--- config.mk ---
export PLATFORM = sky130hd
export DESIGN_NAME = lowest_free_id_allocator
export DESIGN_NICKNAME = d
export VERILOG_FILES = /design/src/rtl/core/lfa_pkg.sv /design/src/rtl/core/lfa_ctrl.sv /design/src/rtl/core/lfa_dpath.sv /design/src/rtl/core/lowest_free_id_allocator.sv
export SDC_FILE = /design/constraint.sdc
export NUM_CORES = 1
export LEC_CHECK = 0
export CORE_AREA = 2 2 167 169
export CTS_BUF_LIST = sky130_fd_sc_hd__clkbuf_4 sky130_fd_sc_hd__clkbuf_8
export CTS_CLUSTER_SIZE = 30
export DETAILED_ROUTE_END_ITERATION = 7
export DIE_AREA = 0 0 169 171
export DONT_BUFFER_PORTS = 1
export GPL_TIMING_DRIVEN = 0
export MAX_ROUTING_LAYER = met4
export PLACE_DENSITY = 0.85
export SYNTH_ARGS = -nofsm -noshare
export SYNTH_HDL_FRONTEND = slang
export SYNTH_SLANG_ARGS = --single-unit
--- constraint.sdc ---
create_clock -name clk_i -period 9.1 [get_ports clk_i]
set_input_delay 1.82 -clock clk_i [delete_from_list [all_inputs] [get_ports clk_i]]
set_output_delay 1.82 -clock clk_i [all_outputs]
set_load 0.005 [all_outputs]
--- src/rtl/core/lfa_pkg.sv ---
// Shared types, codes and constants of the lowest-free id allocator.
package lfa_pkg;

  // Default highest id that the store holds
  localparam int unsigned MAX_ID_DEF = 255;

  // Bitmap word width and id widths
  localparam int unsigned WORD_W = 32;
  localparam int unsigned OFS_W  = $clog2(WORD_W);
  localparam int unsigned ID_W   = 9;
  localparam int unsigned CFG_W  = 8;

  // APB data and address widths
  localparam int unsigned APB_DW = 32;
  localparam int unsigned APB_AW = 3;

  // Register indexes
  localparam logic REG_RANGE_LOW  = 1'b0;
  localparam logic REG_RANGE_HIGH = 1'b1;

  // Register reset values
  localparam logic [CFG_W-1:0] RANGE_LOW_RST  = 8'd1;
  localparam logic [CFG_W-1:0] RANGE_HIGH_RST = 8'd255;

  // Action codes
  typedef enum logic [1:0] {
    ACT_TAKE    = 2'd0,
    ACT_RELEASE = 2'd1,
    ACT_QUERY   = 2'd2
  } action_e;

  // Input transaction payload
  typedef struct packed {
    logic [1:0]       action;
    logic [CFG_W-1:0] id_in;
  } in_t;

  // Result transaction payload
  typedef struct packed {
    logic [ID_W-1:0] granted_id;
    logic            ok;
  } out_t;

  // Controller to datapath commands
  typedef struct packed {
    logic load;
    logic advance;
    logic commit;
  } dp_cmd_t;

  // Datapath to controller status
  typedef struct packed {
    logic is_take;
    logic hit;
    logic last;
  } dp_status_t;

endpackage

--- src/rtl/core/lfa_ctrl.sv ---
// Controller: sequences one transaction at a time and owns the result valid.
module lfa_ctrl (
  input  logic                clk_i,
  input  logic                rst_ni,
  input  logic                in_valid_i,
  output logic                in_ready_o,
  output logic                out_valid_o,
  input  logic                out_ready_i,
  input  lfa_pkg::dp_status_t status_i,
  output lfa_pkg::dp_cmd_t    cmd_o
);

  localparam logic ST_IDLE = 1'b0;
  localparam logic ST_OP   = 1'b1;

  logic state_q, state_d;
  logic out_valid_q, out_valid_d;
  logic slot_free;
  logic done;

  assign in_ready_o  = (state_q == ST_IDLE);
  assign out_valid_o = out_valid_q;

  // Result slot can take a new value if empty or draining this cycle
  assign slot_free = !out_valid_q || out_ready_i;

  // Release, query and unused codes finish at once; a take finishes on a hit or the last word
  assign done = !status_i.is_take || status_i.hit || status_i.last;

  always_comb begin
    cmd_o.load    = in_valid_i && in_ready_o;
    cmd_o.commit  = (state_q == ST_OP) && done && slot_free;
    cmd_o.advance = (state_q == ST_OP) && status_i.is_take && !status_i.hit &&
                    !status_i.last;
  end

  // Next state
  always_comb begin
    state_d = state_q;
    case (state_q)
      ST_IDLE: begin
        if (cmd_o.load) state_d = ST_OP;
      end
      ST_OP: begin
        if (cmd_o.commit) state_d = ST_IDLE;
      end
      default: state_d = ST_IDLE;
    endcase
  end

  // Result valid
  always_comb begin
    if (cmd_o.commit) begin
      out_valid_d = 1'b1;
    end else if (out_ready_i) begin
      out_valid_d = 1'b0;
    end else begin
      out_valid_d = out_valid_q;
    end
  end

  always_ff @(posedge clk_i or negedge rst_ni) begin
    if (!rst_ni) begin
      state_q     <= ST_IDLE;
      out_valid_q <= 1'b0;
    end else begin
      state_q     <= state_d;
      out_valid_q <= out_valid_d;
    end
  end

endmodule

--- src/rtl/core/lfa_dpath.sv ---
// Datapath: used-id bitmap, word scan with priority encoder, result register.
module lfa_dpath #(
  parameter int unsigned MAX_ID = lfa_pkg::MAX_ID_DEF
) (
  input  logic                             clk_i,
  input  logic                             rst_ni,
  input  lfa_pkg::dp_cmd_t                 cmd_i,
  output lfa_pkg::dp_status_t              status_o,
  input  lfa_pkg::in_t                     in_data_i,
  input  logic [lfa_pkg::CFG_W-1:0]        range_low_i,
  input  logic [lfa_pkg::CFG_W-1:0]        range_high_i,
  output lfa_pkg::out_t                    out_data_o
);

  localparam int unsigned WORD_W = lfa_pkg::WORD_W;
  localparam int unsigned OFS_W  = lfa_pkg::OFS_W;
  localparam int unsigned ID_W   = lfa_pkg::ID_W;
  // Ids above 256 can never be granted, released or queried
  localparam int unsigned CAP       = (MAX_ID > 256) ? 256 : MAX_ID;
  localparam int unsigned NUM_WORDS = (CAP + WORD_W) / WORD_W;
  localparam int unsigned PTR_W     = (NUM_WORDS > 1) ? $clog2(NUM_WORDS) : 1;

  localparam logic [ID_W-1:0] CAP_ID    = ID_W'(CAP);
  localparam logic [ID_W-1:0] LO_MAX    = ID_W'(CAP - 1);
  localparam logic [ID_W-1:0] WORDS_ID  = ID_W'(NUM_WORDS);
  localparam logic [ID_W-1:0] ID_ONE    = ID_W'(1);
  localparam logic [OFS_W-1:0] OFS_LAST = OFS_W'(WORD_W - 1);

  logic [NUM_WORDS-1:0][WORD_W-1:0] map_q;
  logic [1:0]                       act_q;
  logic [lfa_pkg::CFG_W-1:0]        id_q;
  logic [PTR_W-1:0]                 ptr_q, ptr_d;
  lfa_pkg::out_t                    out_q, res;

  logic [ID_W-1:0]   lo_raw, lo, hi_raw, hi, lo_wd, hi_wd, ptr_ext, id_ext;
  logic              ptr_ok;
  logic [WORD_W-1:0] cur_word, lo_mask, hi_mask, free, new_word;
  logic [OFS_W-1:0]  pos;
  logic              hit, id_ok, taken, is_take, is_rel, wr_en;

  // Effective range
  always_comb begin
    lo_raw = (range_low_i == '0) ? ID_ONE : ID_W'(range_low_i);
    lo     = (lo_raw > LO_MAX) ? LO_MAX : lo_raw;
    hi_raw = (ID_W'(range_high_i) <= lo) ? lo + ID_ONE : ID_W'(range_high_i);
    hi     = (hi_raw > CAP_ID) ? CAP_ID : hi_raw;
    lo_wd  = lo >> OFS_W;
    hi_wd  = hi >> OFS_W;
  end

  // Current bitmap word
  assign ptr_ext  = ID_W'(ptr_q);
  assign ptr_ok   = ptr_ext < WORDS_ID;
  assign cur_word = ptr_ok ? map_q[ptr_q] : '0;

  // Free bits of the current word inside the range
  always_comb begin
    lo_mask = (ptr_ext == lo_wd) ? ({WORD_W{1'b1}} << lo[OFS_W-1:0]) : {WORD_W{1'b1}};
    hi_mask = (ptr_ext == hi_wd) ? ({WORD_W{1'b1}} >> (OFS_LAST - hi[OFS_W-1:0]))
                                 : {WORD_W{1'b1}};
    free    = ~cur_word & lo_mask & hi_mask;
    hit     = |free;
  end

  // Lowest free bit
  always_comb begin
    pos = '0;
    for (int i = WORD_W - 1; i >= 0; i--) begin
      if (free[i]) pos = OFS_W'(i);
    end
  end

  // Release and query lookup
  assign id_ext = ID_W'(id_q);
  assign id_ok  = id_ext <= CAP_ID;
  assign taken  = id_ok && cur_word[id_q[OFS_W-1:0]];

  assign is_take = (act_q == lfa_pkg::ACT_TAKE);
  assign is_rel  = (act_q == lfa_pkg::ACT_RELEASE);

  always_comb begin
    status_o.is_take = is_take;
    status_o.hit     = hit;
    status_o.last    = ptr_ext >= hi_wd;
  end

  // Result of the transaction
  always_comb begin
    res = '0;
    case (act_q)
      lfa_pkg::ACT_TAKE: begin
        res.granted_id = hit ? ((ptr_ext << OFS_W) | ID_W'(pos)) : hi + ID_ONE;
        res.ok         = hit;
      end
      lfa_pkg::ACT_RELEASE: res.ok = taken;
      lfa_pkg::ACT_QUERY:   res.ok = taken;
      default:              res = '0;
    endcase
  end

  // Bitmap update: set the granted bit or clear the released one
  always_comb begin
    new_word = cur_word;
    wr_en    = 1'b0;
    if (is_take && hit) begin
      new_word = cur_word | (WORD_W'(1) << pos);
      wr_en    = 1'b1;
    end else if (is_rel && taken) begin
      new_word = cur_word & ~(WORD_W'(1) << id_q[OFS_W-1:0]);
      wr_en    = 1'b1;
    end
  end

  // Word pointer
  always_comb begin
    ptr_d = ptr_q;
    if (cmd_i.load) begin
      if (in_data_i.action == lfa_pkg::ACT_TAKE) begin
        ptr_d = PTR_W'(lo_wd);
      end else begin
        ptr_d = PTR_W'(in_data_i.id_in >> OFS_W);
      end
    end else if (cmd_i.advance) begin
      ptr_d = ptr_q + PTR_W'(1);
    end
  end

  always_ff @(posedge clk_i or negedge rst_ni) begin
    if (!rst_ni) begin
      map_q <= '0;
    end else if (cmd_i.commit && wr_en && ptr_ok) begin
      map_q[ptr_q] <= new_word;
    end
  end

  always_ff @(posedge clk_i) begin
    ptr_q <= ptr_d;
    if (cmd_i.load) begin
      act_q <= in_data_i.action;
      id_q  <= in_data_i.id_in;
    end
    if (cmd_i.commit) begin
      out_q <= res;
    end
  end

  assign out_data_o = out_q;

endmodule

--- src/rtl/core/lowest_free_id_allocator.sv ---
// Top level: APB range registers, controller and bitmap datapath.
//
//   Channel   Direction  Handshake                  Payload
//   in        input      in_valid_i / in_ready_o    in_data_i  (action, id_in)
//   out       output     out_valid_o / out_ready_i  out_data_o (granted_id, ok)
//   apb       input      psel/penable/pwrite/pready paddr, pwdata, prdata
//
// Release and query are accepted and then do one bitmap word lookup.
// A take is accepted and then scans the 32-bit bitmap words from the effective
// low's word up to the first with a free id or the high's word (at most 9 words).
// A finished result waits in the output register; the next transaction is
// accepted meanwhile and holds its commit until that register drains.
// Reset clears the bitmap at once, so no id is taken; no clearing pass follows.
module lowest_free_id_allocator #(
  parameter int unsigned MAX_ID = lfa_pkg::MAX_ID_DEF
) (
  input  logic                          clk_i,
  input  logic                          rst_ni,
  input  logic                          in_valid_i,
  output logic                          in_ready_o,
  input  lfa_pkg::in_t                  in_data_i,
  output logic                          out_valid_o,
  input  logic                          out_ready_i,
  output lfa_pkg::out_t                 out_data_o,
  input  logic                          psel,
  input  logic                          penable,
  input  logic                          pwrite,
  input  logic [lfa_pkg::APB_AW-1:0]    paddr,
  input  logic [lfa_pkg::APB_DW-1:0]    pwdata,
  output logic [lfa_pkg::APB_DW-1:0]    prdata,
  output logic                          pready
);

  logic [lfa_pkg::CFG_W-1:0] range_low_q, range_high_q;
  logic                      wr_en;
  logic                      reg_sel;
  lfa_pkg::dp_cmd_t          cmd;
  lfa_pkg::dp_status_t       status;

  // APB register port
  assign pready  = 1'b1;
  assign reg_sel = paddr[2];
  assign wr_en   = psel && penable && pwrite && pready;

  always_ff @(posedge clk_i or negedge rst_ni) begin
    if (!rst_ni) begin
      range_low_q  <= lfa_pkg::RANGE_LOW_RST;
      range_high_q <= lfa_pkg::RANGE_HIGH_RST;
    end else if (wr_en) begin
      if (reg_sel == lfa_pkg::REG_RANGE_LOW) begin
        range_low_q <= pwdata[lfa_pkg::CFG_W-1:0];
      end else begin
        range_high_q <= pwdata[lfa_pkg::CFG_W-1:0];
      end
    end
  end

  // Read data
  always_comb begin
    case (reg_sel)
      lfa_pkg::REG_RANGE_LOW:  prdata = lfa_pkg::APB_DW'(range_low_q);
      lfa_pkg::REG_RANGE_HIGH: prdata = lfa_pkg::APB_DW'(range_high_q);
      default:                 prdata = '0;
    endcase
  end

  lfa_ctrl u_ctrl (
    .clk_i       (clk_i),
    .rst_ni      (rst_ni),
    .in_valid_i  (in_valid_i),
    .in_ready_o  (in_ready_o),
    .out_valid_o (out_valid_o),
    .out_ready_i (out_ready_i),
    .status_i    (status),
    .cmd_o       (cmd)
  );

  lfa_dpath #(
    .MAX_ID (MAX_ID)
  ) u_dpath (
    .clk_i        (clk_i),
    .rst_ni       (rst_ni),
    .cmd_i        (cmd),
    .status_o     (status),
    .in_data_i    (in_data_i),
    .range_low_i  (range_low_q),
    .range_high_i (range_high_q),
    .out_data_o   (out_data_o)
  );

endmodule

==> key figures <==
Critical path
  – Largest delay contributor family on the critical path: compound AO/OA/AOI/OAI gates
  – Worst r2r src: range_low_q[2]$_DFFE_PN0P_
  – Required time reported for the critical path endpoint: approximately 9.6 ns
  – Most frequent CP cell: sky130_fd_sc_hd__nand2_1
  – Data arrival time of the worst path: between 9 and 10 ns
  – Number of cells traversed by the worst register-to-register path: 28
  – Buf/Inv on CP: 7
  – Crit path largest cell delay: 0.62 ns
  – Cell with the biggest individual delay on the critical path: sky130_fd_sc_hd__a221oi_1
  – Startpoint class of the critical path: flip-flop
  – Critical path capture point type: flip-flop
  – Reg2Reg Capture Point: u_dpath.map_q[30]$_DFFE_PN0P_
  – Worst setup path category: flip-flop to flip-flop
  – Worst-path maximum fanout: 10
  – R2R setup slack: ~0.36 ns

Detailed routing
  – Routed wire per std cell: between 30 and 40 um
  – Total iterations of the first detailed-routing run: 6
  – DRT iter0 DRCs: roughly 1800
  – Per-cell via count in the routed design: ~7.2
  – Total number of vias: roughly 15000
  – Remaining antenna violation count after routing: 0
  – Total DRC errors in the routed layout: 0
  – Total length of routed wires: 62580 um

Worst hold path
  – Min-delay src: u_dpath.map_q[102]$_DFFE_PN0P_
  – Type of the worst min-delay path: flip-flop to flip-flop
  – Worst Hold Path Cells: 1
  – Hold Crit Endpoint: u_dpath.map_q[102]$_DFFE_PN0P_

Floorplanning
  – Core area: 0.02732 mm2
  – Die boundary height: roughly 170 um
  – Die W: about 170 um
  – Initial Util: approximately two thirds
  – Boundary Pins: 97
  – Die outline area: between 0.02 and 0.03 mm2
  – Number of core rows: roughly 60

Power
  – Total power density per cell area: 258.9 mW/mm2
  – Overall power after layout: slightly above 5000 uW
  – Sequential power share: around 33%
  – Switching power summed over all nets: ~2200 uW
  – Internal power consumption: roughly 2900 uW
  – Clock network fraction of design power: 25.0%
  – Worst voltage drop across the vdd grid: between 0.15 and 0.2 mV
  – Switching power as a share of total power: between 40% and 50%
  – Static Leakage: about 0.0091 uW
  – Comb pwr share: a little over two fifths

GRT
  – Antenna violations before repair: 2
  – Pin count of the biggest net entering global routing: about 280
  – Vias in the first global route: between 10000 and 15000
  – Grt ovf: 0
  – Tot GR Track Use: 45.24%
  – Global-route wire length before repair: 93410 um

Clock tree
  – Number of buffers added by the clock tree synthesis step: 47
  – CTS HTree Levels: 2
  – Number of buffers on the longest clock path: 3
  – TritonCTS clock tree: yes
  – Sinks on Clock Net: between 200 and 300
  – Clock slew at reported path FFs: 0.07 ns
  – Hold-fix buffer count after cts: 0
  – Root buf cell: sky130_fd_sc_hd__clkbuf_8
  – Clock insertion delay at the later pin of the skew report: between 0.6 and 0.7 ns

Flow run
  – Total of max-cap violations: 0

STA
  – Final worst-path cycle share: 96.05%
  – Hold WS: between 0.4 and 0.5 ns
  – Period minus WS final: 8.741 ns
  – Final setup viols: 0
  – Worst clock skew on the final layout: ~0.026 ns
  – Final hold vios: 0
  – Worst-margin pin slew: between 1 and 1.5 ns
  – Remaining max-slew budget at the tightest pin: a little under a quarter
  – Highest clock rate: around 0.11 GHz
  – Final Max Tran Viols: 0
  – Setup repair after global routing missed its margin: false
  – Setup slack of the critical path after layout: between 0.3 and 0.4 ns

Placed design
  – RePlAce Congestion: roughly 1.0
  – Cell total after placement: roughly 1900
  – Post-place setup slack: -0.2799 ns
  – Buffers on Ports: 0
  – HPWL Detailed: ~44000 um

Logic synthesis
  – Unique cell type count in the Yosys netlist: 110
  – Number of cells produced by synthesis: 1570
  – Cell Area, Synth: 0.01797 mm2
  – Mean cell area of the mapped netlist: approximately 11 um2
  – Cell types with the largest area share after synthesis: sky130_fd_sc_hd__dfrtp_1 37%, sky130_fd_sc_hd__mux2_1 15%, sky130_fd_sc_hd__mux4_2 4.4%
  – Proportion of register bits with asynchronous set or reset after synthesis: slightly above 90%
  – Top cells by count, synth: 265 x sky130_fd_sc_hd__dfrtp_1, 242 x sky130_fd_sc_hd__mux2_1, 86 x sky130_fd_sc_hd__nand2_1
  – Biggest area consumer among synthesized cells: sky130_fd_sc_hd__dfrtp_1
  – Area fraction of the dominant cell type after synthesis: a little under two fifths
  – Most common cell in the synthesized netlist: sky130_fd_sc_hd__dfrtp_1
  – Post-synth EDFFs: 20
  – Warnings, synthesis: 0
  – Fraction of the yosys area taken by sequential cells: approximately two fifths
  – Most used DFF post-synth: sky130_fd_sc_hd__dfrtp_1
  – Flip-flop and latch count after synthesis: ~300

Finish
  – Count of nets after finishing: ~1700
  – Layout overhead on the synthesized area: 8.996%
  – Count of non-filler cells in the finished layout: ~2000
  – Ratio of cells with drive above 1 in the final layout: about a fifth

Status
  – Run status: finished, final reports clean
metrics by stage:
stage / utilization [%] / TNS [ns] / instance area (um2)
2_1_floorplan: - / 0 / 18060
3_3_place_gp: 67.67 / -4.551 / 18490
3_5_place_dp: 67.69 / -3.473 / 18500
4_1_cts: 71.60 / 0 / 19560
5_1_grt: 71.66 / 0 / 19580
6_report: 71.68 / 0 / 19590
final cells by class:
type	count	area [um2]
Tap cell	346	432.9
Multi-Input combinational cell	1132	9615
Clock buffer	69	893.4
Fill cell	1816	7737
Inverter	37	138.9
Timing Repair Buffer	1	5.005
Buffer	129	864.6
Sequential cell	294	7468
Antenna cell	4	10.01
Clock inverter	14	157.7
power groups by stage:
stage / clock (uW) / sequential [uW] / combinational, uW
6_report: 1270 / 1670 / 2130
5_1_grt: 1320 / 1680 / 2230
4_1_cts: 1260 / 1660 / 2050
3_5_place_dp: 0 / 1670 / 2020
3_3_place_gp: 0 / 1650 / 2000
2_1_floorplan: 0 / 1630 / 1370
metal layers:
| layer | vias to the layer above | global-route usage [%] | routed length, um | part of all wire, % |
|---|---|---|---|---|
| met3 | 346 | 11.01 | 5942 | 9.5 |
| met5 | - | - | 0 | 0 |
| met1 | 7240 | 52.75 | 22900 | 37 |
| li1 | 6032 | - | - | - |
| met4 | 0 | 29.77 | 4936 | 7.9 |
| met2 | 1041 | 70.40 | 28800 | 46 |
state kept, by name (all words and copies together) (netlist names):
signal	cells
u_dpath.id_q	5
u_ctrl.out_valid_o	1
range_low_q	8
u_dpath.out_data_o	10
u_dpath.ptr_q	3
u_ctrl.state_q	1
range_high_q	8
u_dpath.act_q	2
u_dpath.map_q	256
timing repair:
| item | 4_1_cts | 5_1_grt |
|---|---|---|
| setup buffers | 0 | 0 |
| setup endpoints to repair | 29 | 259 |
| endpoints found under the hold margin | 0 | 0 |
| gates cloned | 0 | 0 |
| gates resized for setup | 5 | 7 |
| pin swaps | 0 | 0 |
cells in the final DEF (no fill, tap or decap), types with 12 or more instances in the layout:
| cell | count |
|---|---|
| sky130_fd_sc_hd__clkbuf_8 | 60 |
| sky130_fd_sc_hd__mux2i_1 | 53 |
| sky130_fd_sc_hd__mux2_2 | 45 |
| sky130_fd_sc_hd__nor3_1 | 18 |
| sky130_fd_sc_hd__clkbuf_1 | 25 |
| sky130_fd_sc_hd__o21ai_1 | 18 |
| sky130_fd_sc_hd__o211ai_1 | 13 |
| sky130_fd_sc_hd__nand2_1 | 86 |
| sky130_fd_sc_hd__conb_1 | 25 |
| sky130_fd_sc_hd__nand3_1 | 50 |
| sky130_fd_sc_hd__buf_2 | 38 |
| sky130_fd_sc_hd__inv_1 | 32 |
| sky130_fd_sc_hd__edfxtp_1 | 20 |
| sky130_fd_sc_hd__o31ai_2 | 12 |
| sky130_fd_sc_hd__buf_4 | 36 |
| sky130_fd_sc_hd__mux4_2 | 35 |
| sky130_fd_sc_hd__nand2b_1 | 19 |
| sky130_fd_sc_hd__dfrtp_1 | 265 |
| sky130_fd_sc_hd__o21ai_0 | 60 |
| sky130_fd_sc_hd__o22ai_1 | 12 |
| sky130_fd_sc_hd__ha_1 | 23 |
| sky130_fd_sc_hd__a31oi_1 | 12 |
| sky130_fd_sc_hd__nor2_1 | 83 |
| sky130_fd_sc_hd__mux2_1 | 242 |
| sky130_fd_sc_hd__buf_6 | 26 |
| sky130_fd_sc_hd__a21oi_1 | 52 |
kinds of logic (layout without fill, tap and decap cells):
kind of cell             Yosys count  in the layout  share of synthesized area (%)
AO/OA/AOI/OAI                    346            346                          15.33
XOR/XNOR                          11             11                         0.5361
adder cells (fa/ha/maj)           23             23                          1.601
buffers and inverters            167            250                          5.584
flip-flops                       294            294                          41.56
multiplexers                     375            375                          25.32
other                              2             29                        0.04179
AND/OR/NAND/NOR                  352            352                          10.03
worst max-delay path by stage:
stage                                          start                             end  slack, ns  cells past startpoint
final                     range_low_q[2]$_DFFE_PN0P_   u_dpath.map_q[30]$_DFFE_PN0P_       0.36                     28
after CTS                 range_low_q[3]$_DFFE_PN0P_   u_dpath.map_q[30]$_DFFE_PN0P_       0.17                     29
after global placement    range_low_q[3]$_DFFE_PN0P_  u_dpath.map_q[164]$_DFFE_PN0P_      -0.25                     29
after floorplan           range_low_q[3]$_DFFE_PN0P_  u_dpath.map_q[175]$_DFFE_PN0P_       2.64                     29
after global routing      range_low_q[2]$_DFFE_PN0P_  u_dpath.map_q[142]$_DFFE_PN0P_       0.05                     28
after detailed placement  range_low_q[3]$_DFFE_PN0P_  u_dpath.map_q[197]$_DFFE_PN0P_      -0.28                     29
Note: power is estimated with default switching activity, not from simulation.
